$ cat config.mk
export PLATFORM = sky130hd
export DESIGN_NAME = jump_skip_stack_execute_unit_flat
export DESIGN_NICKNAME = d
export VERILOG_FILES = /design/src/rtl/jss_pkg.sv /design/src/rtl/jss_req_if.sv /design/src/rtl/jss_rsp_if.sv /design/src/rtl/jump_skip_stack_execute_unit.sv /design/src/rtl/jss_decode.sv /design/src/rtl/jss_step.sv /design/src/rtl/jss_resolve.sv /design/src/flat_wrapper.sv
export SDC_FILE = /design/constraint.sdc
export NUM_CORES = 1
export LEC_CHECK = 0
export BUFFER_PORTS_ARGS = -buffer_cell sky130_fd_sc_hd__clkbuf_2
export CORE_ASPECT_RATIO = 0.75
export CORE_MARGIN = 1.5
export CORE_UTILIZATION = 40
export DETAILED_ROUTE_END_ITERATION = 10
export SLEW_MARGIN = 20
export SYNTH_ARGS = -nofsm -noshare
export SYNTH_HDL_FRONTEND = slang
export SYNTH_SLANG_ARGS = --single-unit
$ cat constraint.sdc
create_clock -name clk -period 16.5 [get_ports clk]
set_input_delay 1.65 -clock clk [delete_from_list [all_inputs] [get_ports clk]]
set_output_delay 1.65 -clock clk [all_outputs]
set_load 0.01 [all_outputs]
$ cat src/rtl/jss_pkg.sv
package jss_pkg;

	localparam logic [8:0] OP_ADJSP = 9'o105;
	localparam logic [8:0] OP_AOBJP = 9'o252;
	localparam logic [8:0] OP_AOBJN = 9'o253;
	localparam logic [8:0] OP_JFCL  = 9'o255;
	localparam logic [8:0] OP_PUSH  = 9'o261;
	localparam logic [8:0] OP_POP   = 9'o262;
	localparam logic [8:0] OP_POPJ  = 9'o263;
	localparam logic [8:0] OP_JUMP  = 9'o320;
	localparam logic [8:0] OP_SKIP  = 9'o330;

	localparam int          FLAG_TR2    = 3;
	localparam int          JFCL_SHIFT  = 9;
	localparam logic [11:0] LOCAL_MASK  = 12'o7777;

	typedef enum logic [3:0] {
		CLS_NONE,
		CLS_JUMP,
		CLS_SKIP,
		CLS_AOBJP,
		CLS_AOBJN,
		CLS_JFCL,
		CLS_PUSH,
		CLS_POP,
		CLS_POPJ,
		CLS_ADJSP
	} cls_t;

	typedef struct packed {
		logic [8:0]  action;
		logic [3:0]  ac_field;
		logic [35:0] ac_value;
		logic [35:0] operand_word;
		logic [35:0] stack_word;
		logic [22:0] effective_address;
		logic        in_section_zero;
		logic [12:0] flags_in;
	} in_item_t;

	typedef struct packed {
		logic        take_jump;
		logic        take_skip;
		logic        take_trap;
		logic        ac_write;
		logic [35:0] ac_result;
		logic        mem_write;
		logic [22:0] mem_address;
		logic [35:0] mem_data;
		logic [17:0] jump_target;
		logic [12:0] flags_out;
	} out_item_t;

	typedef struct packed {
		cls_t        cls;
		logic        cond_hit;
		logic        local_ptr;
		logic [17:0] step;
		logic [3:0]  ac_field;
		logic [35:0] ac_value;
		logic [35:0] operand_word;
		logic [35:0] stack_word;
		logic [22:0] effective_address;
		logic [12:0] flags_in;
	} dec_t;

	typedef struct packed {
		cls_t        cls;
		logic        cond_hit;
		logic        local_ptr;
		logic        prev_neg;
		logic        step_neg;
		logic        step_nz;
		logic [35:0] stepped;
		logic [3:0]  ac_field;
		logic [35:0] ac_value;
		logic [35:0] operand_word;
		logic [35:0] stack_word;
		logic [22:0] effective_address;
		logic [12:0] flags_in;
	} stp_t;

endpackage

$ cat src/rtl/jss_req_if.sv
interface jss_req_if import jss_pkg::*; ();
	logic     valid;
	logic     ready;
	in_item_t payload;

	modport source (output valid, output payload, input ready);
	modport sink (input valid, input payload, output ready);
endinterface

$ cat src/rtl/jss_rsp_if.sv
interface jss_rsp_if import jss_pkg::*; ();
	logic      valid;
	logic      ready;
	out_item_t payload;

	modport source (output valid, output payload, input ready);
	modport sink (input valid, input payload, output ready);
endinterface

$ cat src/rtl/jump_skip_stack_execute_unit.sv
// Executes one jump, skip or stack instruction per transaction (jump/skip
// group, AOBJP/AOBJN, JFCL, PUSH, POP, POPJ, ADJSP) and returns one result
// transaction each. A new transaction is taken every cycle unless a result
// stall backs up to the input; it passes the decode, pointer-step and resolve
// register stages, the pointer step stage holding the 36-bit add. The last
// stage is the output register, and a stall on the result side backs up stage
// by stage, so empty stages keep filling while a result waits.
module jump_skip_stack_execute_unit import jss_pkg::*; #(
	parameter int GLOBAL_ADDRESS_BITS = 23
) (
	input  logic      clk,
	input  logic      arst_n,
	jss_req_if.sink   req,
	jss_rsp_if.source rsp
);

	logic valid_s1;
	dec_t data_s1;
	logic ready_s1;
	logic valid_s2;
	stp_t data_s2;
	logic ready_s2;

	jss_decode u_decode (
		.clk        (clk),
		.arst_n     (arst_n),
		.in_valid   (req.valid),
		.in_data    (req.payload),
		.in_ready   (req.ready),
		.valid_s1   (valid_s1),
		.data_s1    (data_s1),
		.next_ready (ready_s1)
	);

	jss_step u_step (
		.clk        (clk),
		.arst_n     (arst_n),
		.valid_s1   (valid_s1),
		.data_s1    (data_s1),
		.ready_s1   (ready_s1),
		.valid_s2   (valid_s2),
		.data_s2    (data_s2),
		.next_ready (ready_s2)
	);

	jss_resolve #(
		.GLOBAL_ADDRESS_BITS (GLOBAL_ADDRESS_BITS)
	) u_resolve (
		.clk        (clk),
		.arst_n     (arst_n),
		.valid_s2   (valid_s2),
		.data_s2    (data_s2),
		.ready_s2   (ready_s2),
		.valid_s3   (rsp.valid),
		.data_s3    (rsp.payload),
		.next_ready (rsp.ready)
	);

endmodule

$ cat src/rtl/jss_decode.sv
module jss_decode import jss_pkg::*; (
	input  logic     clk,
	input  logic     arst_n,
	input  logic     in_valid,
	input  in_item_t in_data,
	output logic     in_ready,
	output logic     valid_s1,
	output dec_t     data_s1,
	input  logic     next_ready
);

	cls_t        cls;
	logic        neg;
	logic        zero;
	logic        cond_hit;
	logic        local_ptr;
	logic [17:0] step;
	logic [35:0] test_val;
	logic [17:0] lh;
	logic        adv;

	assign adv      = !valid_s1 || next_ready;
	assign in_ready = adv;

	always_comb begin
		priority if (in_data.action[8:3] == OP_JUMP[8:3]) begin
			cls = CLS_JUMP;
		end else if (in_data.action[8:3] == OP_SKIP[8:3]) begin
			cls = CLS_SKIP;
		end else if (in_data.action == OP_AOBJP) begin
			cls = CLS_AOBJP;
		end else if (in_data.action == OP_AOBJN) begin
			cls = CLS_AOBJN;
		end else if (in_data.action == OP_JFCL) begin
			cls = CLS_JFCL;
		end else if (in_data.action == OP_PUSH) begin
			cls = CLS_PUSH;
		end else if (in_data.action == OP_POP) begin
			cls = CLS_POP;
		end else if (in_data.action == OP_POPJ) begin
			cls = CLS_POPJ;
		end else if (in_data.action == OP_ADJSP) begin
			cls = CLS_ADJSP;
		end else begin
			cls = CLS_NONE;
		end
	end

	// condition test on the ac for jumps, on the memory word for skips
	assign test_val = (cls == CLS_SKIP) ? in_data.operand_word : in_data.ac_value;
	assign neg      = test_val[35];
	assign zero     = (test_val == 36'd0);

	always_comb begin
		unique case (in_data.action[2:0])
			3'd0:    cond_hit = 1'b0;
			3'd1:    cond_hit = neg;
			3'd2:    cond_hit = zero;
			3'd3:    cond_hit = neg || zero;
			3'd4:    cond_hit = 1'b1;
			3'd5:    cond_hit = !neg;
			3'd6:    cond_hit = !zero;
			default: cond_hit = !neg && !zero;
		endcase
	end

	assign lh = in_data.ac_value[35:18];

	always_comb begin
		local_ptr = in_data.in_section_zero || lh[17] || ((lh[11:0] & LOCAL_MASK) == 12'd0);
		step      = 18'd0;
		unique case (cls)
			CLS_AOBJP, CLS_AOBJN: begin
				local_ptr = 1'b1;
				step      = 18'd1;
			end
			CLS_PUSH:           step = 18'd1;
			CLS_POP, CLS_POPJ:  step = '1;
			CLS_ADJSP:          step = in_data.effective_address[17:0];
			default:            step = 18'd0;
		endcase
	end

	always_ff @(posedge clk or negedge arst_n) begin
		if (!arst_n) begin
			valid_s1 <= 1'b0;
		end else if (adv) begin
			valid_s1 <= in_valid;
		end
	end

	always_ff @(posedge clk) begin
		if (adv && in_valid) begin
			data_s1.cls               <= cls;
			data_s1.cond_hit          <= cond_hit;
			data_s1.local_ptr         <= local_ptr;
			data_s1.step              <= step;
			data_s1.ac_field          <= in_data.ac_field;
			data_s1.ac_value          <= in_data.ac_value;
			data_s1.operand_word      <= in_data.operand_word;
			data_s1.stack_word        <= in_data.stack_word;
			data_s1.effective_address <= in_data.effective_address;
			data_s1.flags_in          <= in_data.flags_in;
		end
	end

endmodule

$ cat src/rtl/jss_step.sv
module jss_step import jss_pkg::*; (
	input  logic clk,
	input  logic arst_n,
	input  logic valid_s1,
	input  dec_t data_s1,
	output logic ready_s1,
	output logic valid_s2,
	output stp_t data_s2,
	input  logic next_ready
);

	logic [17:0] lh_new;
	logic [17:0] rh_new;
	logic [35:0] glob_new;
	logic        adv;

	assign adv      = !valid_s2 || next_ready;
	assign ready_s1 = adv;

	// local pointers step each half, global pointers the whole word
	assign lh_new   = data_s1.ac_value[35:18] + data_s1.step;
	assign rh_new   = data_s1.ac_value[17:0] + data_s1.step;
	assign glob_new = data_s1.ac_value + {{18{data_s1.step[17]}}, data_s1.step};

	always_ff @(posedge clk or negedge arst_n) begin
		if (!arst_n) begin
			valid_s2 <= 1'b0;
		end else if (adv) begin
			valid_s2 <= valid_s1;
		end
	end

	always_ff @(posedge clk) begin
		if (adv && valid_s1) begin
			data_s2.cls               <= data_s1.cls;
			data_s2.cond_hit          <= data_s1.cond_hit;
			data_s2.local_ptr         <= data_s1.local_ptr;
			data_s2.prev_neg          <= data_s1.ac_value[35];
			data_s2.step_neg          <= data_s1.step[17];
			data_s2.step_nz           <= (data_s1.step != 18'd0);
			data_s2.stepped           <= data_s1.local_ptr ? {lh_new, rh_new} : glob_new;
			data_s2.ac_field          <= data_s1.ac_field;
			data_s2.ac_value          <= data_s1.ac_value;
			data_s2.operand_word      <= data_s1.operand_word;
			data_s2.stack_word        <= data_s1.stack_word;
			data_s2.effective_address <= data_s1.effective_address;
			data_s2.flags_in          <= data_s1.flags_in;
		end
	end

endmodule

$ cat src/rtl/jss_resolve.sv
module jss_resolve import jss_pkg::*; #(
	parameter int GLOBAL_ADDRESS_BITS = 23
) (
	input  logic      clk,
	input  logic      arst_n,
	input  logic      valid_s2,
	input  stp_t      data_s2,
	output logic      ready_s2,
	output logic      valid_s3,
	output out_item_t data_s3,
	input  logic      next_ready
);

	localparam logic [35:0] AMASK = (36'd1 << GLOBAL_ADDRESS_BITS) - 36'd1;

	out_item_t   res;
	logic [12:0] jmask;
	logic [35:0] st;
	logic        adv;

	assign adv      = !valid_s3 || next_ready;
	assign ready_s2 = adv;
	assign st       = data_s2.stepped;
	assign jmask    = {data_s2.ac_field, {JFCL_SHIFT{1'b0}}};

	always_comb begin
		res.take_jump   = 1'b0;
		res.take_skip   = 1'b0;
		res.take_trap   = 1'b0;
		res.ac_write    = 1'b0;
		res.ac_result   = data_s2.ac_value;
		res.mem_write   = 1'b0;
		res.mem_address = 23'd0;
		res.mem_data    = 36'd0;
		res.jump_target = data_s2.effective_address[17:0];
		res.flags_out   = data_s2.flags_in;
		unique case (data_s2.cls)
			CLS_JUMP: res.take_jump = data_s2.cond_hit;
			CLS_SKIP: begin
				res.take_skip = data_s2.cond_hit;
				if (data_s2.ac_field != 4'd0) begin
					res.ac_write  = 1'b1;
					res.ac_result = data_s2.operand_word;
				end
			end
			CLS_AOBJP, CLS_AOBJN: begin
				res.ac_write  = 1'b1;
				res.ac_result = st;
				res.take_jump = (data_s2.cls == CLS_AOBJN) ? st[35] : !st[35];
			end
			CLS_JFCL: begin
				res.take_jump = |(data_s2.flags_in & jmask);
				res.flags_out = data_s2.flags_in & ~jmask;
			end
			CLS_PUSH: begin
				res.ac_write  = 1'b1;
				res.ac_result = st;
				res.mem_write = 1'b1;
				res.mem_data  = data_s2.operand_word;
				if (data_s2.local_ptr) begin
					res.mem_address = {5'd0, st[17:0]};
					if (st[35:18] == 18'd0) begin
						res.flags_out[FLAG_TR2] = 1'b1;
					end
				end else begin
					res.mem_address = st[22:0] & AMASK[22:0];
				end
			end
			CLS_POP, CLS_POPJ: begin
				res.ac_write  = 1'b1;
				res.ac_result = st;
				if (data_s2.local_ptr && (st[35:18] == '1)) begin
					res.flags_out[FLAG_TR2] = 1'b1;
				end
				if (data_s2.cls == CLS_POP) begin
					res.mem_write   = 1'b1;
					res.mem_address = data_s2.effective_address;
					res.mem_data    = data_s2.stack_word;
				end else begin
					res.take_jump   = 1'b1;
					res.jump_target = data_s2.stack_word[17:0];
				end
			end
			CLS_ADJSP: begin
				res.ac_write  = 1'b1;
				res.ac_result = st;
				// sign crossing of a local pointer in the step direction
				if (data_s2.local_ptr && data_s2.step_nz &&
					((data_s2.step_neg && !data_s2.prev_neg && st[35]) ||
					 (!data_s2.step_neg && data_s2.prev_neg && !st[35]))) begin
					res.take_trap           = 1'b1;
					res.flags_out[FLAG_TR2] = 1'b1;
				end
			end
			default: res.take_jump = 1'b0;
		endcase
	end

	always_ff @(posedge clk or negedge arst_n) begin
		if (!arst_n) begin
			valid_s3 <= 1'b0;
		end else if (adv) begin
			valid_s3 <= valid_s2;
		end
	end

	always_ff @(posedge clk) begin
		if (adv && valid_s2) begin
			data_s3 <= res;
		end
	end

endmodule

$ cat src/flat_wrapper.sv
// flat-port wrapper written by rule: the top's interface ports become plain ports
module jump_skip_stack_execute_unit_flat import jss_pkg::*;
#(
	parameter int GLOBAL_ADDRESS_BITS = 23
)
  (clk, arst_n, req_valid, req_payload, req_ready, rsp_valid, rsp_payload, rsp_ready);
  jss_req_if req_i ();
  jss_rsp_if rsp_i ();
  input  logic clk;
  input  logic arst_n;
  input wire logic [$bits(req_i.valid)-1:0] req_valid;
  input wire logic [$bits(req_i.payload)-1:0] req_payload;
  output wire logic [$bits(req_i.ready)-1:0] req_ready;
  output wire logic [$bits(rsp_i.valid)-1:0] rsp_valid;
  output wire logic [$bits(rsp_i.payload)-1:0] rsp_payload;
  input wire logic [$bits(rsp_i.ready)-1:0] rsp_ready;
  assign req_i.valid = req_valid;
  assign req_i.payload = req_payload;
  assign req_ready = req_i.ready;
  assign rsp_valid = rsp_i.valid;
  assign rsp_payload = rsp_i.payload;
  assign rsp_i.ready = rsp_ready;
  jump_skip_stack_execute_unit #(.GLOBAL_ADDRESS_BITS(GLOBAL_ADDRESS_BITS)) u_core (.clk(clk), .arst_n(arst_n), .req(req_i), .rsp(rsp_i));
endmodule
---- Yosys cells after proc, flatten, opt, wreduce, memory -nomap -nowiden ----
Cells that the tools add are included.
storage, ports and cells
  bits in registers ....................... 499
  input bits .............................. 162
  output and inout bits ................... 133
  word-level logic and storage cells ...... 144
operators by class
  add/sub/neg operators ................... 3
  eq/ne operators ......................... 32
  muxes and demuxes ....................... 31
  bitwise gates (word level) .............. 3
  reductions and logical operators ........ 39
operators with widths
  cell                                           count
  one-hot mux 60 bit (2 select lines)            1
  one-hot mux 37 bit (2 select lines)            1
  2-to-1 mux 36 bit                              2
  2-to-1 mux 60 bit                              1
  == test 9 x 8 -> 1 bit, second input constant  6
  one-hot mux 18 bit (3 select lines)            1
  2-to-1 mux 37 bit                              1
  adder 18 bit                                   2
  adder 36 bit                                   1
  zero test 36 bit                               1
  2-to-1 mux 18 bit                              2
  2-to-1 mux 4 bit                               9
  == test 4 x 3 -> 1 bit, second input constant  7
  AND 13 bit                                     2
  2-to-1 mux 23 bit                              1
  == test 18 bit, second input constant          1
  zero test 18 bit                               1
  nonzero test 18 bit                            1
  == test 4 x 2 -> 1 bit, second input constant  4
  == test 4 bit, second input constant           4
  NOT 13 bit                                     1
  OR reduction 13 bit                            1
  == test 6 x 5 -> 1 bit, second input constant  2
  zero test 12 bit                               1
  other kinds (18)                               54

---- Depth between registers and ports, before layout ----
Gate-level depths: netlist of the first run.
  depth after elaboration ................. 16
  gate-level depth with buffers ........... 11
  depth with buffers taken out ............ 11

---- Hierarchy ----
A second synthesis of the first run with hierarchy kept.
unflattened totals
  cell total of the unflattened synthesis .. 1346
  area, all modules ....................... 20671.1 um2
by module, submodules not included
  module       times used  cells each  area each (um2)  sequential area each (um2)
  jss_step     1           624         8775.9           5790.6
  jss_resolve  1           455         6040.8           3958.8
  jss_decode   1           267         5854.4           5190.0

---- Worst setup path before layout of the first run ----
Ideal clock, no wire load.
  kind .................................... input port to flip-flop
  from .................................... input rsp_ready
  to ...................................... register, netlist name u_core.u_step.data_s2[0]
  library setup time ...................... 0.575 ns
  data arrival time ....................... 6.127 ns
  required time ........................... 15.925 ns
  slack ................................... 9.798 ns
  stages .................................. 3
  buffers on the path ..................... 0
  cell sequence ........................... nor2b_1 nand2_1 and2_1
between the ends
  word-level cells in the longest chain between the ends .. 3
RTL lines
  element             line                text
  start: declaration  flat_wrapper.sv:16  input wire logic [$bits(rsp_i.ready)-1:0] rsp_ready;
  logical OR 1 bit    jss_resolve.sv:21   assign adv = !valid_s3 || next_ready;
  logical OR 1 bit    jss_step.sv:17      assign adv = !valid_s2 || next_ready;
  logical AND 1 bit   jss_step.sv:34      if (adv && valid_s1) begin
Every way passes these cells.
A chain may end at the register's enable or synchronous reset.

---- Final worst setup path of the first run ----
  from .................................... input rsp_ready
  to ...................................... output req_ready
between the ends
  word-level cells in the longest chain between the ends .. 3
RTL lines
  element           line                text
  logical OR 1 bit  jss_resolve.sv:21
  logical OR 1 bit  jss_step.sv:17
  logical OR 1 bit  jss_decode.sv:22    assign adv = !valid_s1 || next_ready;
  end: declaration  flat_wrapper.sv:13  output wire logic [$bits(req_i.ready)-1:0] req_ready;
Every way passes these cells.

==> reports/qor.txt, run 1 <==
status: finished, final reports clean
Leak Pwr: 9.24 nW
RSZ-0062 raised after global routing: false
min-delay src: u_core.u_decode.data_s1[35]
slew margin rel.: 28.5%
# DRC: 0
Synth Flop Type: edfxtp_1
post-DP HPWL: 36.7 mm
TritonCTS clock tree: built
die height: 199 um
Port Buffers: 294
Cell Area, Synth: 0.0205 mm^2
area delta synth->final: 19.2%
sequential fraction of the synthesis area: 73.0%
Setup WS pre-CTS: 12290 ps
critical-path maximum fanout: 3
drt pass-1 iters: 9
post-route ant nets: 0
die outline width: 264 um
max_cap viols: 0
proportion of layout cells with a drive suffix above 1: 25.5%
initial core utilization: 40.7%
DRT iter0 DRCs: 1109
Synth cell types: 71
Clock Tree Buf Depth: 3
CTS resizes: 0
final setup TNS: 0 ps
TritonCTS Buffers: 50
first-pass GRT wire length: 75.1 mm
gpl congestion: 0.895
nature of the critical path startpoint: input port
CP Capture Type: primary output
yosys warns: 0
Die Area: 0.0526 mm^2
CTS clock-pin slew for the worst setup and hold paths: 70 ps
Critical Path Start: rsp_ready
Worst-Skew Late Latency: 590 ps
Overflow after GRT: 0
hold crit path type: reg -> reg
period utilization: 23.2%
drt wl/cell: 21.9 um
commonest non-fill, non-tap cells in the layout: edfxtp_1 (495), clkbuf_2 (294), nand2_1 (110)
final setup fails: 0
PnR Total Power: 3.12 mW
synth top area cells: edfxtp_1 (73%), mux2i_1 (4.6%), ha_1 (3.2%)
FF+latch count, synth: 498
initial antenna violation count: 4
Clock Skew: 22.1 ps
Post-synth EDFFs: 495
Fin Hold WS: 407 ps
async set or reset register ratio after synthesis: 0.602%
Cell Pwr Density: 128 mW/mm^2
FP Rows: 71
reg-to-reg critical path startpoint: u_core.u_decode.data_s1[165]
via/cell ratio: 5.26
nets: 1855
fill count: 4397
largest net degree at the start of global routing: 84
critical path data arrival time: 2170 ps
fmax: 0.262 GHz
clock sinks: 498
total wire length: 51.2 mm
H-tree depth: 2
post-synth top area share: 72.6%
Crit path required time: 14850 ps
I/O Pins: 295
Synth area leader: edfxtp_1
Setup WS post-layout: 12680 ps
syn_nets: 1542
Mapped Cells: 1326
DR vias: 12300
worst slew pin tran: 1060 ps
placed inst area: 0.0227 mm^2
Core Area: 0.0504 mm^2
Finished Cell Area: 0.0244 mm^2
# Post-CTS Setup Buffers: 0
clock root buffer: clkbuf_16
Syn Area/Cell: 15.4 um^2
all-layer global routing usage: 19.4%
Hold Vio Cnt, Final: 0
Max IR drop VDD: 0.0000729 V
leading cell type in the layout, fill and taps excluded: edfxtp_1
minimum clock period: 3820 ps
Post-CTS Hold Buffers: 0
final slew viol count: 0
WS Path Type: in -> out
vias in the first global route: 12000
[cells in the mapped netlist (all sizes together), types with 4 or more instances]
cell type,count
o21ai,76
nor3,15
nand3,16
o31ai,8
o211ai,6
o21a,11
a31oi,5
nand3b,5
clkbuf,36
nor4,26
nor3b,4
nand4,11
and4,4
or3,5
xnor2,22
nor2b,6
nand2b,10
nor2,92
mux2,21
a22oi,8
mux2i,95
a21o,21
and2,6
a21oi,45
ha,52
xor2,17
edfxtp,495
a211oi,12
a21boi,6
inv,18
nand2,110
buf,9
o21bai,7
[sequential cells by signal, summed over array words and instances (netlist names)]
signal	cells
u_core.u_decode.data_s1	172
u_core.u_step.data_s2	192
u_core.u_step.valid_s2	1
u_core.u_resolve.valid_s3	1
u_core.u_decode.valid_s1	1
u_core.u_resolve.data_s3	131
[metal layers]
metal,track usage [%],wire (um),up-vias
met4,5.83,1130,2
met5,0,13,-
met3,4.65,3370,72
met1,28.1,24300,6035
met2,29.0,22400,407
li1,-,-,5765
[power breakdown]
group          switching, mW  total, mW  internal (mW)
clock                  0.483       1.16          0.680
combinational          0.216      0.344          0.128
sequential            0.0637       1.61           1.55
[metrics by stage]
step	utilization (%)	instances
5_1_grt	48.4	2334
4_1_cts	48.4	2333
6_report	48.4	2336
2_1_floorplan	-	1326
3_3_place_gp	45.1	2244
3_5_place_dp	45.1	2244
[path summary, 6_finish.rpt]
kind / slack [ps] / cells after the start / endpoint
setup / recovery: 12680 / 4 / req_ready
hold / removal: 410 / 0 / u_core.u_step.data_s2[35]
setup reg to reg: 12980 / 9 / u_core.u_step.data_s2[182]
hold reg to reg: 410 / 0 / u_core.u_step.data_s2[35]
max in group asynchronous: 15530 / 1 / u_core.u_step.valid_s2
min in group asynchronous: 860 / 1 / u_core.u_decode.valid_s1
[final cells by class]
cell class / count / area [um^2] / share of cell area [%]
Clock inverter: 30 / 379 / 1.55
Timing Repair Buffer: 306 / 1570 / 6.42
Antenna cell: 3 / 7.51 / 0.0308
Sequential cell: 498 / 14900 / 61.2
Multi-Input combinational cell: 765 / 5310 / 21.8
Inverter: 18 / 67.6 / 0.277
Clock buffer: 59 / 1310 / 5.35
Tap cell: 657 / 822 / 3.37
[cell families (layout without fill, tap and decap cells)]
kind of cell               Yosys count  in the layout  share of synthesized area, %
AOI/OAI and AO/OA                  230            230                          7.35
xor gates and xnor gates            39             39                          1.67
adders and majority gates           54             54                          3.37
buffers and inverters               63            413                          1.24
DFF                                498            498                          73.0
muxes                              116            116                          5.80
other                                0              3                             0
and+or+nand+nor                    326            326                          7.61
[worst max-delay path: stages]
cell and delay [ps]:
clkbuf_2 90, nor2b_1 150, nand3_1 130, clkbuf_2 150
(Power assumes the default switching activity.)
==> run 2, diff against run 1 <==
==> constraint.sdc (replaced) <==
create_clock -name clk -period 3.3 [get_ports clk]
set_input_delay 0.33 -clock clk [delete_from_list [all_inputs] [get_ports clk]]
set_output_delay 0.33 -clock clk [all_outputs]
set_load 0.01 [all_outputs]
==> run 2 against run 1 <==
Net effect:
- global-route usage grew 1.2 points
- register-to-register slack lost 13000 ps
- first-iteration DRC count grew 1.3%
- sequential power grew to 5.0 times the previous value
- final cell count grew 7.2%
- critical endpoint is now u_core.u_step.data_s2[172]
==> reports/qor.txt, run 2 (synthesis results as in run 1) <==
proportion of layout cells with a drive suffix above 1: 24.1% (-1.3 points)
final setup fails: 0 (unchanged)
Clock Tree Buf Depth: 3 (unchanged)
max_cap viols: 0 (unchanged)
top flop regs: u_core.u_step.data_s2 x192, u_core.u_decode.data_s1 x172, u_core.u_resolve.data_s3 x131
worst slew pin tran: 907 ps (-155 ps)
Clock Skew: 17.2 ps (-4.87 ps)
FF-to-FF setup slack: 150 ps (-12830 ps)
minimum clock period: 3150 ps
Crit path required time: 3700 ps (-11150 ps)
reg-to-reg critical path endpoint: u_core.u_step.data_s2[172]
nets: 2028 (+9.3%)
CP max-delay cell: or4b_1
RSZ-0062 raised after global routing: false
hold path depth: 1 (+1)
post-route ant nets: 0 (unchanged)
period utilization: 95.5%
H-tree depth: 2 (unchanged)
area delta synth->final: 27.0%
worst reg2reg path depth: 10 (+1)
I/O Pins: 295 (unchanged)
min-delay src: req_payload[127]
leading cell type in the layout, fill and taps excluded: edfxtp_1
Net Switching: 3.89 mW (+410%)
Seq pwr share: 51.9% (+0.2 points)
Core Area: 0.0504 mm^2 (unchanged)
antenna cells: 0 (-3)
hold crit path type: in -> reg
Comb power frac: 12.8% (+1.8 points)
vias in the first global route: 12900 (+6.9%)
Final Util: 51.6% (+3.2 points)
Die Area: 0.0526 mm^2 (unchanged)
initial core utilization: 40.7% (unchanged)
cell family with most CP delay: compound AO/OA/AOI/OAI gates
clock sinks: 498 (unchanged)
Max IR drop VDD: 0.000365 V (+400%)
WP buf/inv: 0 (-2)
TritonCTS Buffers: 50 (unchanged)
DR vias: 13000 (+5.9%)
all-layer global routing usage: 20.7% (+1.2 points)
post-DP HPWL: 38.6 mm (+5.2%)
TritonCTS clock tree: built
area of the multi-input gates: 0.00532 mm^2 (about the same)
slowest stage delay, CP: 450 ps (+300 ps)
clock root buffer: clkbuf_16
Setup WS pre-CTS: 138 ps (-12150 ps)
Reg area: 0.0149 mm^2 (unchanged)
first-pass GRT wire length: 80.2 mm (+6.7%)
Biggest register: u_core.u_step.data_s2
fmax: 0.317 GHz
die outline width: 264 um (unchanged)
via/cell ratio: 5.19 (-1.3%)
Port Buffers: 294 (unchanged)
commonest non-fill, non-tap cells in the layout: edfxtp_1 (495), clkbuf_2 (294), dlygate4sd3_1 (149)
total wire length: 55.0 mm (+7.4%)
Leak Pwr: 9.96 nW (+7.7%)
largest net degree at the start of global routing: 132 (+57%)
CP dominant cell by count: o21ai_1
P_int: 11.6 mW (+390%)
slew margin rel.: 38.7% (+10 points)
# DRC: 0 (unchanged)
DRT iter0 DRCs: 1123 (+1.3%)
Largest register FFs: 192 (unchanged)
hold path endpoint: u_core.u_decode.data_s1[126]
switching part of the total: 25.1% (+0.63 points)
clock share of power: 35.3% (-2.0 points)
WS Path Type: reg -> reg
critical-path maximum fanout: 3 (unchanged)
nature of the critical path startpoint: register
# Post-CTS Setup Buffers: 0 (unchanged)
status: finished, final reports clean
gpl congestion: 0.913 (+2.1%)
reg-to-reg critical path startpoint: u_core.u_decode.data_s1[148]
final slew viol count: 0 (unchanged)
Overflow after GRT: 0 (unchanged)
PnR Total Power: 15.5 mW (+400%)
initial antenna violation count: 2 (-2)
drt pass-1 iters: 5 (-4)
die height: 199 um (unchanged)
final setup TNS: 0 ps (unchanged)
fill count: 4248 (-3.4%)
Hold Vio Cnt, Final: 0 (unchanged)
CP Capture Type: register
CP cell instances: ha_1, fa_1, a211oi_1, o21ai_1, nand3_1, a2111oi_2, o21a_1, o21ai_1, or4b_1, o311ai_1
CTS clock-pin slew for the worst setup and hold paths: 70 ps (about the same)
Cell Pwr Density: 596 mW/mm^2 (+370%)
critical path data arrival time: 3550 ps (+1380 ps)
FP Rows: 71 (unchanged)
Setup WS post-layout: 147 ps (-12530 ps)
drt wl/cell: 22.0 um (+0.17%)
Worst-Skew Late Latency: 590 ps (about the same)
[run 2: cell count changes in the layout (fill, tap and decap cells not counted), moves of 4 or more]
cell,delta
dlygate4sd3_1,+149
buf_4,+19
buf_12,+6
bufinv_16,-4
[run 2: final cells by class]
type | count | area share, %
clock buffer | 62 | 5.07
clock inverter | 26 | 0.881
inverter | 18 | 0.260
multi-input combinational | 765 | 20.5
sequential | 498 | 57.5
tap | 657 | 3.16
timing repair buffer | 479 | 12.7
[run 2: timing repair]
item / CTS / global route
hold buffers: 149 / 0
resized for setup: 0 / 3
endpoints found under the setup margin: 0 / 3
hold endpoints to repair: 152 / 0
[run 2: per-layer routing]
metal  global-route usage, %  vias up  share of wire, %
li1                        -     6105                 -
met1                    30.3     6439                48
met2                    32.0      388                45
met3                    3.48       70               5.5
met4                    5.15        0               1.8
met5                       0        -                 0
[run 2: power by group through the flow]
stage	registers [mW]	logic, mW	clock network [mW]
3_3_place_gp	8.17	1.83	0
2_1_floorplan	8.15	0.994	0
3_5_place_dp	8.18	1.83	0
6_report	8.04	1.98	5.48
5_1_grt	8.10	2.17	5.85
4_1_cts	8.05	1.99	5.62
[run 2: how the worst max path moves through the flow]
stage	startpoint	endpoint	slack [ps]	cells past startpoint
after floorplan	u_core.u_decode.data_s1[165]	u_core.u_step.data_s2[179]	470	10
after CTS	u_core.u_decode.data_s1[148]	u_core.u_step.data_s2[182]	100	10
after detailed placement	u_core.u_decode.data_s1[108]	u_core.u_step.data_s2[182]	140	10
after global routing	u_core.u_decode.data_s1[148]	u_core.u_step.data_s2[172]	20	10
after global placement	u_core.u_decode.data_s1[108]	u_core.u_step.data_s2[172]	200	10
final	u_core.u_decode.data_s1[148]	u_core.u_step.data_s2[172]	150	10
[run 2: through the flow]
step           hold WS [ps]  cells  cell area, um^2
3_3_place_gp            127   2268            23000
6_report               45.4   2505            26000
5_1_grt                24.7   2505            26000
3_5_place_dp            129   2268            23000
2_1_floorplan          34.4   1326            20500
4_1_cts                11.2   2505            26000
==> run 3, diff against run 2 <==
--- a/config.mk
+++ b/config.mk
@@ -5,6 +5,7 @@
 export SDC_FILE = /design/constraint.sdc
 export NUM_CORES = 1
 export LEC_CHECK = 0
+export ABC_AREA = 1
 export BUFFER_PORTS_ARGS = -buffer_cell sky130_fd_sc_hd__clkbuf_2
 export CORE_ASPECT_RATIO = 0.75
 export CORE_MARGIN = 1.5
==> run 3 against run 2 <==
Net effect:
- non-clock buffer count decreased by 8
- register-to-register slack improved by 90 ps
- global-route usage increased by 1.7 points
- utilization decreased by 0.51 points
- critical endpoint is now u_core.u_step.data_s2[174]
==> reports/qor.txt, run 3 <==
crit path capture: u_core.u_step.data_s2[174]
total placed cells including tap cells: 2810 (+24%)
initial core utilization: 40.4% (-0.27 points)
top post-synthesis cells by count: edfxtp_1 (495), nand2_1 (447), inv_1 (192)
Post-synth EDFFs: 495 (unchanged)
WS Path Type: reg -> reg
WP buf/inv: 2 (+2)
DRT iter0 DRCs: 1270 (+13%)
# Post-CTS Setup Buffers: 0 (unchanged)
via/cell ratio: 5.04 (-2.8%)
vias in the first global route: 14900 (+16%)
Synth cell types: 45 (-37%)
top flop regs: u_core.u_step.data_s2 x192, u_core.u_decode.data_s1 x172, u_core.u_resolve.data_s3 x131
Syn Area/Cell: 11.8 um^2 (-24%)
worst reg2reg path depth: 12 (+2)
Overflow after GRT: 0 (unchanged)
Port Buffers: 294 (unchanged)
nets: 2516 (+24%)
all-layer global routing usage: 22.4% (+1.7 points)
CP cell instances: buf_12, ha_1, nand2_1, nor2_2, inv_1, a21oi_2, nor2_1, or2_1, nand3_1, nand2_1, nand3_1, nand2_1
first-pass GRT wire length: 91.3 mm (+14%)
hold crit path type: in -> reg
area delta synth->final: 26.5%
yosys warns: 0 (unchanged)
Clock Tree Buf Depth: 3 (unchanged)
die height: 203 um (+2.0%)
largest net degree at the start of global routing: 114 (-14%)
final setup TNS: 0 ps (unchanged)
async set or reset register ratio after synthesis: 0.602% (unchanged)
post-synth top area share: 69.7% (-2.9 points)
Crit path required time: 3650 ps (-50 ps)
reg-to-reg critical path endpoint: u_core.u_step.data_s2[174]
CP max-delay cell: edfxtp_1
FP Rows: 73 (+2.8%)
RSZ-0062 raised after global routing: false
Setup WS pre-CTS: 192 ps (+54.0 ps)
minimum clock period: 3060 ps (-91.6 ps)
final slew viol count: 0 (unchanged)
critical path data arrival time: 3410 ps (-140 ps)
Cell Area, Synth: 0.0213 mm^2 (+4.1%)
nature of the critical path startpoint: register
hold path depth: 4 (+3)
commonest non-fill, non-tap cells in the layout: edfxtp_1 (495), nand2_1 (444), clkbuf_2 (294)
FF-to-FF setup slack: 240 ps (+90 ps)
max_cap viols: 0 (unchanged)
proportion of layout cells with a drive suffix above 1: 17.6% (-6.5 points)
DR vias: 15400 (+18%)
leading cell type in the layout, fill and taps excluded: edfxtp_1
drt pass-1 iters: 5 (unchanged)
gpl congestion: 0.964 (+5.6%)
FF+latch count, synth: 498 (unchanged)
post-DP HPWL: 45.2 mm (+17%)
Setup WS post-layout: 239 ps (+91.6 ps)
Biggest register: u_core.u_step.data_s2
drt wl/cell: 20.4 um (-7.3%)
CP Capture Type: register
Fin Hold WS: 63.0 ps (+17.6 ps)
Final Util: 51.1% (-0.51 points)
slew margin rel.: 43.9% (+5.2 points)
Core Area: 0.0528 mm^2 (+4.8%)
critical-path maximum fanout: 18 (+15)
Layout Cells excl Fill: 3054 (+22%)
CP dominant cell by count: nand2_1
Die Area: 0.0547 mm^2 (+4.1%)
Worst-Skew Late Latency: 620 ps (+30 ps)
count leader, synth: edfxtp_1
status: finished, final reports clean
worst slew pin tran: 839 ps (-68.0 ps)
Leak Pwr: 11.3 nW (+13%)
syn_nets: 2029 (+32%)
Critical Path Start: u_core.u_decode.data_s1[165]
reg-to-reg critical path startpoint: u_core.u_decode.data_s1[165]
Mapped Cells: 1813 (+37%)
CTS clock-pin slew for the worst setup and hold paths: 70 ps (about the same)
cell family with most CP delay: simple AND/OR/NAND/NOR gates
# DRC: 0 (unchanged)
die outline width: 270 um (+2.0%)
clock root buffer: clkbuf_16
WP depth: 12 (+2)
post-route ant nets: 0 (unchanged)
period utilization: 92.8% (-2.8 points)
total wire length: 62.2 mm (+13%)
Synth area leader: edfxtp_1
sequential fraction of the synthesis area: 70.1% (-2.9 points)
synth top area cells: edfxtp_1 (70%), nand2_1 (7.9%), inv_1 (3.4%)
fmax: 0.327 GHz (+3.0%)
Max IR drop VDD: 0.000460 V (+26%)
Hold Vio Cnt, Final: 0 (unchanged)
TritonCTS Buffers: 49 (-2.0%)
slowest stage delay, CP: 490 ps (+40 ps)
final setup fails: 0 (unchanged)
Synth Flop Type: edfxtp_1
Largest register FFs: 192 (unchanged)
initial antenna violation count: 0 (-2)
H-tree depth: 2 (unchanged)
clock sinks: 498 (unchanged)
I/O Pins: 295 (unchanged)
Clock Skew: 30.9 ps (+13.7 ps)
TritonCTS clock tree: built
Cell Pwr Density: 659 mW/mm^2 (+11%)
[run 3: changes by cell type in the layout (fill, tap and decap cells not counted), moves of 18 or more]
cell,before,now
a21oi_1,43,61
a22o_1,0,19
inv_1,18,190
mux2_2,21,0
mux2i_1,95,1
nand2_1,110,444
nand3_1,16,71
nand4_1,11,30
nor2_1,91,140
o21ai_0,69,114
o22ai_1,1,19
xnor2_1,22,3
[run 3: metal layers]
layer / track usage, % / up-vias / part of all wire, %
met1: 33.4 / 7483 / 48
met5: 0 / - / 0
met4: 5.72 / 0 / 1.9
li1: - / 7333 / -
met3: 4.91 / 66 / 7.2
met2: 33.0 / 525 / 43
[run 3: final cells by class]
cell class / count / area [um^2]
diodes: 1 / 2.50
clock buffers: 61 / 1270
clock inverters: 31 / 349
fillers: 4712 / 25800
inverters: 198 / 751
multi-input cells: 1082 / 5500
flip-flops and latches: 498 / 14900
well taps: 712 / 891
repair buffers: 471 / 3280
[run 3: repair_timing]
action | in CTS | in global routing
endpoints found under the hold margin | 153 | 0
gates resized for setup | 0 | 2
hold buffers | 151 | 0
setup endpoints to repair | 0 | 2
[run 3: cells by family after synthesis]
logic type | after synthesis | synth area share, %
buffers and inverters | 233 | 4.31
adder cells (fa/ha/maj) | 54 | 3.24
multiplexers | 1 | 0.0469
AND/OR/NAND/NOR | 741 | 14.4
flip-flops | 498 | 70.1
AO/OA/AOI/OAI | 262 | 6.91
XOR/XNOR | 24 | 0.986
[run 3: how the worst min path moves through the flow]
stage | end | startpoint
finish | u_core.u_resolve.valid_s3 | rsp_ready
global route | u_core.u_step.valid_s2 | arst_n
CTS | u_core.u_step.valid_s2 | arst_n
detailed placement | u_core.u_decode.valid_s1 | arst_n
floorplan | u_core.u_decode.valid_s1 | arst_n
global placement | u_core.u_decode.valid_s1 | arst_n
[run 3: power by group]
group	switching, mW	internal (mW)	total, mW
sequential	0.447	8.38	8.83
combinational	2.24	1.08	3.32
clock	2.48	3.17	5.65
total	5.16	12.6	17.8
[run 3: tightest hold or removal path, delay by kind of cell]
family	cells	cell delay (ps)
AND/OR/NAND/NOR	2	150
buffers and inverters	2	140
[run 3: through the flow]
stage | instance area (um^2) | power [mW]
after global routing | 27000 | 18.6
final | 27000 | 17.8
after CTS | 27000 | 17.9
after global placement | 23800 | 12.1
after detailed placement | 23800 | 12.1
after floorplan | 21300 | 10.7
